`src/hw/rtl/rc2_pkg.sv`:
```
package rc2_pkg;

  typedef logic [15:0] word_t;
  typedef logic [7:0]  kbyte_t;
  typedef logic [3:0]  uaddr_t;
  typedef logic [6:0]  ucnt_t;

  // datapath operations, one per microinstruction
  typedef enum logic [3:0] {
    OP_NOP,
    OP_ACCEPT,
    OP_MIX,
    OP_MASH,
    OP_OUT,
    OP_KLOAD,
    OP_KFWD,
    OP_KFIX,
    OP_KBWD,
    OP_KDONE
  } op_t;

  // sequencing conditions
  typedef enum logic [2:0] {
    C_NEXT,
    C_LOOP,
    C_KEY,
    C_ITEM,
    C_OUTFREE,
    C_JUMP
  } cond_t;

  typedef struct packed {
    op_t    op;
    cond_t  cond;
    uaddr_t target;
    ucnt_t  lim;
  } uword_t;

  // sequencer to datapath
  typedef struct packed {
    op_t   op;
    ucnt_t cnt;
    logic  fire;
  } ctrl_t;

  // top level to sequencer
  typedef struct packed {
    logic key_pend;
    logic in_take;
    logic out_free;
  } stat_t;

  localparam uaddr_t UA_IDLE   = 4'd0;
  localparam uaddr_t UA_ACCEPT = 4'd1;
  localparam uaddr_t UA_MIX_A  = 4'd2;
  localparam uaddr_t UA_MASH_A = 4'd3;
  localparam uaddr_t UA_MIX_B  = 4'd4;
  localparam uaddr_t UA_MASH_B = 4'd5;
  localparam uaddr_t UA_MIX_C  = 4'd6;
  localparam uaddr_t UA_OUT    = 4'd7;
  localparam uaddr_t UA_KLOAD  = 4'd8;
  localparam uaddr_t UA_KFWD   = 4'd9;
  localparam uaddr_t UA_KFIX   = 4'd10;
  localparam uaddr_t UA_KBWD   = 4'd11;
  localparam uaddr_t UA_KDONE  = 4'd12;

  localparam int unsigned SUBKEYS = 64;
  localparam int unsigned SK_AW   = 6;

  localparam kbyte_t PI_TABLE [256] = '{
    8'hd9, 8'h78, 8'hf9, 8'hc4, 8'h19, 8'hdd, 8'hb5, 8'hed,
    8'h28, 8'he9, 8'hfd, 8'h79, 8'h4a, 8'ha0, 8'hd8, 8'h9d,
    8'hc6, 8'h7e, 8'h37, 8'h83, 8'h2b, 8'h76, 8'h53, 8'h8e,
    8'h62, 8'h4c, 8'h64, 8'h88, 8'h44, 8'h8b, 8'hfb, 8'ha2,
    8'h17, 8'h9a, 8'h59, 8'hf5, 8'h87, 8'hb3, 8'h4f, 8'h13,
    8'h61, 8'h45, 8'h6d, 8'h8d, 8'h09, 8'h81, 8'h7d, 8'h32,
    8'hbd, 8'h8f, 8'h40, 8'heb, 8'h86, 8'hb7, 8'h7b, 8'h0b,
    8'hf0, 8'h95, 8'h21, 8'h22, 8'h5c, 8'h6b, 8'h4e, 8'h82,
    8'h54, 8'hd6, 8'h65, 8'h93, 8'hce, 8'h60, 8'hb2, 8'h1c,
    8'h73, 8'h56, 8'hc0, 8'h14, 8'ha7, 8'h8c, 8'hf1, 8'hdc,
    8'h12, 8'h75, 8'hca, 8'h1f, 8'h3b, 8'hbe, 8'he4, 8'hd1,
    8'h42, 8'h3d, 8'hd4, 8'h30, 8'ha3, 8'h3c, 8'hb6, 8'h26,
    8'h6f, 8'hbf, 8'h0e, 8'hda, 8'h46, 8'h69, 8'h07, 8'h57,
    8'h27, 8'hf2, 8'h1d, 8'h9b, 8'hbc, 8'h94, 8'h43, 8'h03,
    8'hf8, 8'h11, 8'hc7, 8'hf6, 8'h90, 8'hef, 8'h3e, 8'he7,
    8'h06, 8'hc3, 8'hd5, 8'h2f, 8'hc8, 8'h66, 8'h1e, 8'hd7,
    8'h08, 8'he8, 8'hea, 8'hde, 8'h80, 8'h52, 8'hee, 8'hf7,
    8'h84, 8'haa, 8'h72, 8'hac, 8'h35, 8'h4d, 8'h6a, 8'h2a,
    8'h96, 8'h1a, 8'hd2, 8'h71, 8'h5a, 8'h15, 8'h49, 8'h74,
    8'h4b, 8'h9f, 8'hd0, 8'h5e, 8'h04, 8'h18, 8'ha4, 8'hec,
    8'hc2, 8'he0, 8'h41, 8'h6e, 8'h0f, 8'h51, 8'hcb, 8'hcc,
    8'h24, 8'h91, 8'haf, 8'h50, 8'ha1, 8'hf4, 8'h70, 8'h39,
    8'h99, 8'h7c, 8'h3a, 8'h85, 8'h23, 8'hb8, 8'hb4, 8'h7a,
    8'hfc, 8'h02, 8'h36, 8'h5b, 8'h25, 8'h55, 8'h97, 8'h31,
    8'h2d, 8'h5d, 8'hfa, 8'h98, 8'he3, 8'h8a, 8'h92, 8'hae,
    8'h05, 8'hdf, 8'h29, 8'h10, 8'h67, 8'h6c, 8'hba, 8'hc9,
    8'hd3, 8'h00, 8'he6, 8'hcf, 8'he1, 8'h9e, 8'ha8, 8'h2c,
    8'h63, 8'h16, 8'h01, 8'h3f, 8'h58, 8'he2, 8'h89, 8'ha9,
    8'h0d, 8'h38, 8'h34, 8'h1b, 8'hab, 8'h33, 8'hff, 8'hb0,
    8'hbb, 8'h48, 8'h0c, 8'h5f, 8'hb9, 8'hb1, 8'hcd, 8'h2e,
    8'hc5, 8'hf3, 8'hdb, 8'h47, 8'he5, 8'ha5, 8'h9c, 8'h77,
    8'h0a, 8'ha6, 8'h20, 8'h68, 8'hfe, 8'h7f, 8'hc1, 8'had
  };

  // rotate left by 1, 2, 3 or 5 depending on word position
  function automatic word_t rol_word(input word_t w, input logic [1:0] pos);
    word_t r;
    case (pos)
      2'd0:    r = {w[14:0], w[15]};
      2'd1:    r = {w[13:0], w[15:14]};
      2'd2:    r = {w[12:0], w[15:13]};
      default: r = {w[10:0], w[15:11]};
    endcase
    return r;
  endfunction

  // microprogram rom
  function automatic uword_t ucode(input uaddr_t addr);
    uword_t u;
    case (addr)
      UA_IDLE:   u = '{OP_NOP,    C_KEY,     UA_KLOAD, 7'd0};
      UA_ACCEPT: u = '{OP_ACCEPT, C_ITEM,    UA_IDLE,  7'd0};
      UA_MIX_A:  u = '{OP_MIX,    C_LOOP,    UA_IDLE,  7'd19};
      UA_MASH_A: u = '{OP_MASH,   C_LOOP,    UA_IDLE,  7'd7};
      UA_MIX_B:  u = '{OP_MIX,    C_LOOP,    UA_IDLE,  7'd23};
      UA_MASH_B: u = '{OP_MASH,   C_LOOP,    UA_IDLE,  7'd7};
      UA_MIX_C:  u = '{OP_MIX,    C_LOOP,    UA_IDLE,  7'd19};
      UA_OUT:    u = '{OP_OUT,    C_OUTFREE, UA_IDLE,  7'd0};
      UA_KLOAD:  u = '{OP_KLOAD,  C_NEXT,    UA_IDLE,  7'd0};
      UA_KFWD:   u = '{OP_KFWD,   C_LOOP,    UA_IDLE,  7'd119};
      UA_KFIX:   u = '{OP_KFIX,   C_NEXT,    UA_IDLE,  7'd0};
      UA_KBWD:   u = '{OP_KBWD,   C_LOOP,    UA_IDLE,  7'd127};
      UA_KDONE:  u = '{OP_KDONE,  C_JUMP,    UA_IDLE,  7'd0};
      default:   u = '{OP_NOP,    C_JUMP,    UA_IDLE,  7'd0};
    endcase
    return u;
  endfunction

endpackage

```
`src/hw/rtl/rc2_block_encrypt_core.sv`:
```
// rc2 encryption core, 8-byte key with 64 effective key bits. a write on the
// cfg port stores the key and marks the 64 x 16 subkey table stale; the table
// is rebuilt (load, 120 forward pi steps, one fixup, 128 backward steps that
// stream subkeys into the table, one done step) before the next block is
// taken, and after reset the all-zero key is expanded the same way. a key
// written while an expansion runs starts a fresh expansion once it ends.
// each block then runs 16 mixing rounds with two mashes between them under
// control of a small microprogram: accept, mix, mash, mix, mash, mix, then
// writeback into the result register, which waits until that register is
// free. each mash word takes a fetch step and an add step because its
// subkey address comes from the word written one step earlier and the subkey
// table has a registered read port. one block is worked at a time; the
// result register lets the next block start while the previous one waits.
module rc2_block_encrypt_core (
  input  logic        clk,
  input  logic        rst_n,
  input  logic        cfg_wr_en,
  input  logic [63:0] cfg_cipher_key,
  input  logic        in_valid,
  output logic        in_ready,
  input  logic [63:0] in_plaintext,
  output logic        out_valid,
  input  logic        out_ready,
  output logic [63:0] out_ciphertext
);
  import rc2_pkg::*;

  logic [63:0] key_r;
  logic        key_pend_r;
  logic        out_valid_r;
  logic [63:0] out_data_r;

  ctrl_t       ctrl;
  stat_t       st;
  logic [63:0] block;
  logic        in_take;
  logic        out_free;
  logic        out_load;

  // an input word is only taken once the subkeys match the stored key
  assign in_ready = (ctrl.op == OP_ACCEPT) && !key_pend_r;
  assign in_take  = in_valid && in_ready;
  assign out_free = !out_valid_r || out_ready;
  assign out_load = (ctrl.op == OP_OUT) && ctrl.fire;

  assign st = '{key_pend: key_pend_r, in_take: in_take, out_free: out_free};

  always_ff @(posedge clk) begin
    if (!rst_n) begin
      key_r       <= '0;
      key_pend_r  <= 1'b1;
      out_valid_r <= 1'b0;
    end else begin
      // the stale mark drops when the key is copied into the expander,
      // a fresh key write wins over that copy
      if (cfg_wr_en) begin
        key_r      <= cfg_cipher_key;
        key_pend_r <= 1'b1;
      end else if (ctrl.op == OP_KLOAD) begin
        key_pend_r <= 1'b0;
      end
      if (out_load) begin
        out_valid_r <= 1'b1;
      end else if (out_ready) begin
        out_valid_r <= 1'b0;
      end
    end
    if (out_load) begin
      out_data_r <= block;
    end
  end

  rc2_useq u_useq (
    .clk  (clk),
    .rst_n(rst_n),
    .st   (st),
    .ctrl (ctrl)
  );

  rc2_dpath u_dpath (
    .clk      (clk),
    .rst_n    (rst_n),
    .ctrl     (ctrl),
    .key      (key_r),
    .plaintext(in_plaintext),
    .block    (block)
  );

  assign out_valid      = out_valid_r;
  assign out_ciphertext = out_data_r;

  // one block in flight: no second word right after a take
  a_one_item: assert property (@(posedge clk) disable iff (!rst_n)
    in_take |=> !in_ready)
    else $error("input taken twice in a row");
  // writeback always lands in the result register
  a_out_load: assert property (@(posedge clk) disable iff (!rst_n)
    out_load |=> (out_valid_r && out_data_r == $past(block)))
    else $error("result word lost at writeback");
  // key load clears the stale mark unless a new key came in
  a_key_done: assert property (@(posedge clk) disable iff (!rst_n)
    (ctrl.op == OP_KLOAD && !cfg_wr_en) |=> !key_pend_r)
    else $error("subkeys still marked stale after key load");

endmodule

```
`src/hw/rtl/rc2_ram.sv`:
```
module rc2_ram #(
  parameter int unsigned WIDTH = 16,
  parameter int unsigned DEPTH = 64
) (
  input  logic                     clk,
  input  logic                     we,
  input  logic [$clog2(DEPTH)-1:0] waddr,
  input  logic [WIDTH-1:0]         wdata,
  input  logic [$clog2(DEPTH)-1:0] raddr,
  output logic [WIDTH-1:0]         rdata
);

  logic [WIDTH-1:0] mem [DEPTH];

  always_ff @(posedge clk) begin
    if (we) begin
      mem[waddr] <= wdata;
    end
    rdata <= mem[raddr];
  end

endmodule

```
`src/hw/rtl/rc2_useq.sv`:
```
module rc2_useq (
  input  logic           clk,
  input  logic           rst_n,
  input  rc2_pkg::stat_t st,
  output rc2_pkg::ctrl_t ctrl
);
  import rc2_pkg::*;

  uaddr_t pc_r, pc_nxt;
  ucnt_t  cnt_r, cnt_nxt;
  uword_t uw;
  logic   fire;

  assign uw = ucode(pc_r);

  always_comb begin
    pc_nxt  = pc_r;
    cnt_nxt = '0;
    fire    = 1'b0;
    case (uw.cond)
      C_NEXT: begin
        pc_nxt = pc_r + 4'd1;
      end
      C_LOOP: begin
        if (cnt_r != uw.lim) begin
          cnt_nxt = cnt_r + 7'd1;
        end else begin
          pc_nxt = pc_r + 4'd1;
        end
      end
      C_KEY: begin
        pc_nxt = st.key_pend ? uw.target : pc_r + 4'd1;
      end
      C_ITEM: begin
        if (st.in_take) begin
          fire   = 1'b1;
          pc_nxt = pc_r + 4'd1;
        end else begin
          pc_nxt = uw.target;
        end
      end
      C_OUTFREE: begin
        if (st.out_free) begin
          fire   = 1'b1;
          pc_nxt = uw.target;
        end
      end
      C_JUMP: begin
        pc_nxt = uw.target;
      end
      default: begin
        pc_nxt = UA_IDLE;
      end
    endcase
  end

  always_ff @(posedge clk) begin
    if (!rst_n) begin
      pc_r  <= UA_IDLE;
      cnt_r <= '0;
    end else begin
      pc_r  <= pc_nxt;
      cnt_r <= cnt_nxt;
    end
  end

  assign ctrl = '{op: uw.op, cnt: cnt_r, fire: fire};

  // loop counter only runs inside a looping step and never passes its limit
  a_cnt_idle: assert property (@(posedge clk) disable iff (!rst_n)
    (uw.cond != C_LOOP) |-> (cnt_r == '0))
    else $error("loop counter nonzero outside a loop");
  a_cnt_lim: assert property (@(posedge clk) disable iff (!rst_n)
    (uw.cond == C_LOOP) |-> (cnt_r <= uw.lim))
    else $error("loop counter past limit");
  a_cnt_clr: assert property (@(posedge clk) disable iff (!rst_n)
    (uw.cond == C_LOOP && cnt_r == uw.lim) |=> (cnt_r == '0))
    else $error("loop counter not cleared at loop exit");

endmodule

```
`src/hw/rtl/rc2_dpath.sv`:
```
module rc2_dpath (
  input  logic           clk,
  input  logic           rst_n,
  input  rc2_pkg::ctrl_t ctrl,
  input  logic [63:0]    key,
  input  logic [63:0]    plaintext,
  output logic [63:0]    block
);
  import rc2_pkg::*;

  logic [3:0][15:0] wd_r, wd_nxt;
  logic [7:0][7:0]  win_r, win_nxt;
  kbyte_t           hi_r, hi_nxt;
  logic [SK_AW-1:0] kidx_r, kidx_nxt;

  logic             sk_we;
  logic [SK_AW-1:0] sk_waddr, sk_raddr;
  word_t            sk_wdata, sk_rdata;

  word_t  mix_f, mix_sum, new_word;
  kbyte_t fwd_byte, bwd_byte;

  // mix: current word sits at slot 0, its three predecessors at slots 3, 2, 1
  assign mix_f    = (wd_r[3] & wd_r[2]) + (~wd_r[3] & wd_r[1]);
  assign mix_sum  = wd_r[0] + sk_rdata + mix_f;
  assign fwd_byte = PI_TABLE[win_r[7] + win_r[0]];
  assign bwd_byte = PI_TABLE[win_r[0] ^ win_r[7]];

  always_comb begin
    wd_nxt   = wd_r;
    win_nxt  = win_r;
    hi_nxt   = hi_r;
    kidx_nxt = kidx_r;
    new_word = rol_word(mix_sum, ctrl.cnt[1:0]);
    sk_we    = 1'b0;
    sk_waddr = ~ctrl.cnt[6:1];
    sk_wdata = {hi_r, win_r[7]};
    sk_raddr = kidx_r;
    case (ctrl.op)
      OP_NOP: begin
        kidx_nxt = '0;
      end
      OP_ACCEPT: begin
        if (ctrl.fire) begin
          wd_nxt = plaintext;
        end
      end
      OP_MIX: begin
        wd_nxt   = {new_word, wd_r[3:1]};
        kidx_nxt = kidx_r + 6'd1;
        sk_raddr = kidx_r + 6'd1;
      end
      OP_MASH: begin
        // even count fetches the indexed subkey, odd count adds it
        if (!ctrl.cnt[0]) begin
          sk_raddr = wd_r[3][SK_AW-1:0];
        end else begin
          wd_nxt = {wd_r[0] + sk_rdata, wd_r[3:1]};
        end
      end
      OP_KLOAD: begin
        win_nxt = key;
      end
      OP_KFWD: begin
        win_nxt = {fwd_byte, win_r[7:1]};
      end
      OP_KFIX: begin
        win_nxt[0] = PI_TABLE[win_r[0]];
      end
      OP_KBWD: begin
        // bytes leave from the top, highest index first, two per subkey
        win_nxt = {win_r[6:0], bwd_byte};
        if (ctrl.cnt[0]) begin
          sk_we = 1'b1;
        end else begin
          hi_nxt = win_r[7];
        end
      end
      default: begin
      end
    endcase
  end

  always_ff @(posedge clk) begin
    if (!rst_n) begin
      kidx_r <= '0;
    end else begin
      kidx_r <= kidx_nxt;
    end
    wd_r  <= wd_nxt;
    win_r <= win_nxt;
    hi_r  <= hi_nxt;
  end

  rc2_ram #(
    .WIDTH(16),
    .DEPTH(SUBKEYS)
  ) u_subkeys (
    .clk  (clk),
    .we   (sk_we),
    .waddr(sk_waddr),
    .wdata(sk_wdata),
    .raddr(sk_raddr),
    .rdata(sk_rdata)
  );

  assign block = wd_r;

endmodule
```
`config.mk`:
```
export PLATFORM = sky130hd
export DESIGN_NAME = rc2_block_encrypt_core
export DESIGN_NICKNAME = d
export VERILOG_FILES = /design/src/hw/rtl/rc2_pkg.sv /design/src/hw/rtl/rc2_block_encrypt_core.sv /design/src/hw/rtl/rc2_ram.sv /design/src/hw/rtl/rc2_useq.sv /design/src/hw/rtl/rc2_dpath.sv
export SDC_FILE = /design/constraint.sdc
export NUM_CORES = 2
export LEC_CHECK = 0
export BUFFER_PORTS_ARGS = -buffer_cell sky130_fd_sc_hd__buf_2
export CAP_MARGIN = 25
export CORE_MARGIN = 4
export CORE_UTILIZATION = 45
export DETAILED_ROUTE_END_ITERATION = 10
export SYNTH_ARGS = -nofsm -noshare
export SYNTH_HDL_FRONTEND = slang
export SYNTH_HIERARCHICAL = 1
export SYNTH_SLANG_ARGS = --single-unit
```
`constraint.sdc`:
```
create_clock -name clk -period 8.38 [get_ports clk]
set_input_delay 1.257 -clock clk [delete_from_list [all_inputs] [get_ports clk]]
set_output_delay 1.257 -clock clk [all_outputs]
set_load 0.02 [all_outputs]
```
==> impl_metrics.env <==
export IMPL_status="finished clean"
export IMPL_antenna_found_initial=4
export IMPL_syn_inst=4689
export IMPL_grt_pass1_vias=41221
export IMPL_post_route_util_pct=50.7
export IMPL_wl_per_cell_um=28.6
export IMPL_vdd_drop_max_mv=0.305
export IMPL_initial_core_util_pct=45.5
export IMPL_clkTransAtPathRegs_ps=60
export IMPL_final_common_cell="edfxtp_1"
export IMPL_grt_overflow=0
export IMPL_power_leakage_nw=23.9
export IMPL_setup_violations=0
export IMPL_synth_distinct_cells=105
export IMPL_cp_slowest_cell="a31oi_1"
export IMPL_cts_max_level=4
export IMPL_area_growth_pct=11.4
export IMPL_synth_area_um2=64500
export IMPL_synth_seq_cells=1336
export IMPL_ctsHoldBuffers=0
export IMPL_die_w_um=387
export IMPL_critical_path_max_stage_delay_ps=830
export IMPL_place_area_um2=67300
export IMPL_numPortBuffers=198
export IMPL_rsz0062_at_grt="no"
export IMPL_cts_buffers_inserted=141
export IMPL_max_cap_viol_count=0
export IMPL_cts_sinks=1336
export IMPL_pwr_density_cell_nw_per_um2=325
export IMPL_insertion_delay_ps=760
export IMPL_hp_class="reg -> reg"
export IMPL_arrival_ps=6200
export IMPL_cts_tree="yes"
export IMPL_via_per_inst=6.33
export IMPL_tns_ps=0
export IMPL_place_gp_congestion=0.965
export IMPL_final_cell_mix="1,224 x edfxtp_1, 419 x nand2_1, 304 x nor2_1"
export IMPL_root_buffer="clkbuf_16"
export IMPL_skew_ps=37.0
export IMPL_drive_above_1_share_pct=19.6
export IMPL_design_die_area_um2=150000
export IMPL_path_class="reg -> reg"
export IMPL_synth_ff_type="edfxtp_1"
export IMPL_track_usage_pct=25.4
export IMPL_drv_slew=0
export IMPL_critPathMaxFanout=110
export IMPL_synth_nets=4943
export IMPL_worst_path_stages=9
export IMPL_period_needed_ps=5620
export IMPL_fp_coreArea_um2=142000
export IMPL_vias=43168
export IMPL_critPathLaunch="u_useq/uw[15]"
export IMPL_endpoint="u_dpath/u_subkeys/rdata[9]"
export IMPL_tightest_slew_ps=1300
export IMPL_dpl_hpwl_mm=125
export IMPL_cts_setup_buffers=0
export IMPL_worst_setup_path_end_kind="flop"
export IMPL_avgSynthCellArea_um2=13.8
export IMPL_rr_worst_depth=9
export IMPL_die_h_um=387
export IMPL_startpoint_type="flop"
export IMPL_required_ps=8960
export IMPL_rr_startpoint="u_useq/uw[15]"
export IMPL_crit_buf_inv=1
export IMPL_finalNetCount=5068
export IMPL_fin_crit_sh_pct=67.1
export IMPL_timing_rr_end="u_dpath/u_subkeys/rdata[9]"
export IMPL_slew_headroom_pct=13.6
export IMPL_clock_fmax_mhz=178
export IMPL_ys_warn_count=6
export IMPL_seq_area_frac_synth_pct=60.4
export IMPL_ant_nets=0
export IMPL_drtIter0Drc=6079
export IMPL_grt_start_max_net_pins=140
export IMPL_async_flop_share_pct=0
export IMPL_path_cells="nand2_4 > nor2_1 > a211o_4 > buf_12 > mux4_2 > nor2b_1 > a211o_1 > a31oi_1 > a311oi_1"
export IMPL_finalHoldViolCount=0
export IMPL_rows=138
export IMPL_final_area_um2=71900
export IMPL_cp_top_family="compound AO/OA/AOI/OAI gates"
export IMPL_wl_mm=195
export IMPL_cts_resized=0
export IMPL_cts_buffer_depth=3
export IMPL_num_io_pins=199
export IMPL_synth_edf_count=1224
export IMPL_ff2ff_setup_slack_ps=2760
export IMPL_dr_pass1_iters=8
export IMPL_grt_pass1_wl_mm=286
export IMPL_drc_errors=0
[synthesized netlist by cell type (16+ instances only)]
cell type / number / area, µm²
a31oi_1: 70 / 438
clkbuf_1: 164 / 616
o21ai_0: 191 / 956
nand4_1: 22 / 138
inv_1: 40 / 150
dfxtp_1: 112 / 2240
nand3_1: 122 / 611
a21o_1: 23 / 173
nor2b_1: 70 / 438
o22ai_1: 21 / 131
mux2i_1: 173 / 1730
nand2_1: 421 / 1580
a311oi_1: 42 / 368
xor2_1: 16 / 140
nor3_1: 70 / 350
xnor2_1: 22 / 193
buf_6: 23 / 259
o31ai_1: 19 / 143
buf_4: 23 / 173
a221o_1: 19 / 190
edfxtp_1: 1224 / 36800
o311ai_0: 20 / 175
mux4_2: 260 / 5860
o21a_1: 16 / 120
or3_1: 17 / 106
nor2_1: 309 / 1160
and2_1: 32 / 200
and3_1: 22 / 138
buf_1: 37 / 139
a22oi_1: 107 / 803
nand2b_1: 55 / 344
ha_1: 108 / 1350
a221oi_1: 33 / 289
a211o_1: 22 / 193
o211ai_1: 46 / 345
a211oi_1: 57 / 428
a21oi_1: 227 / 1140
buf_2: 98 / 490
mux2_2: 83 / 935
[through the flow]
stage	instances	power, mW	setup slack [ps]	hold slack, ps
6_report	6821	23.4	2760	465
5_1_grt	6817	24.4	2430	474
4_1_cts	6814	23.2	2710	465
3_5_place_dp	6558	17.0	2750	444
3_3_place_gp	6554	17.1	2860	438
2_1_floorplan	4689	14.5	1600	433
[how the worst min path moves through the flow]
| stage | from | end | slack [ps] | cells after the start |
|---|---|---|---|---|
| global route | u_dpath/block[2] | out_ciphertext[2] | 470 | 0 |
| CTS | u_dpath/block[2] | out_ciphertext[2] | 460 | 0 |
| global placement | u_dpath/block[0] | out_ciphertext[0] | 440 | 0 |
| finish | u_dpath/block[2] | out_ciphertext[2] | 460 | 0 |
| floorplan | u_dpath/block[0] | out_ciphertext[0] | 430 | 0 |
| detailed placement | u_dpath/block[2] | out_ciphertext[2] | 440 | 0 |
[registers in the layout, summed over array words and instances (netlist names)]
name                     cells
u_useq/uw                   13
u_dpath/hi_r                 8
u_useq/cnt_r                 7
out_ciphertext              64
u_dpath/u_subkeys/mem     1024
u_dpath/win_r               56
u_dpath/u_subkeys/rdata     16
out_valid                    1
u_dpath/sk_wdata             8
u_dpath/kidx_r               6
u_useq/pc_r                  4
key_pend_r                   1
u_dpath/block               64
key_r                       64
[layer usage]
layer | vias to the layer above | global-route usage (%) | share of wire [%]
met5 | - | 0 | 0.0072
met4 | 2 | 6.91 | 2.6
met3 | 328 | 4.25 | 8.3
met2 | 2236 | 39.5 | 46
met1 | 21893 | 37.1 | 43
li1 | 18709 | - | -
[report_power, final]
part           switching (mW)  leakage [nW]  internal [mW]
combinational            6.07          9.69           3.34
sequential              0.209          11.9           7.61
clock                    2.53          2.25           3.63
[layout make-up]
cell class	count	area (µm²)
Clock buffer	178	3870
Sequential cell	1336	39000
Inverter	47	176
Clock inverter	78	706
Antenna cell	4	10.0
Tap cell	1890	2360
Fill cell	12036	70000
Multi-Input combinational cell	2943	23600
Timing Repair Buffer	345	2170
[worst register-to-register path: stages (launching register included)]
cell and delay, ps:
dfxtp_1 630, nand2_4 600, nor2_1 620, a211o_4 680, buf_12 700, mux4_2 840, nor2b_1 140, a211o_1 290
a31oi_1 830, a311oi_1 130
[logic make-up after synthesis]
kind of cell / Yosys count / synth area share [%]
flops: 1336 / 60.4
buf+inv: 410 / 3.27
fa+ha+maj: 121 / 2.50
mux: 520 / 13.4
xor+xnor: 44 / 0.694
simple gates: 1216 / 8.79
compound gates: 1042 / 10.9
Note: power is estimated with default switching activity, not from simulation.
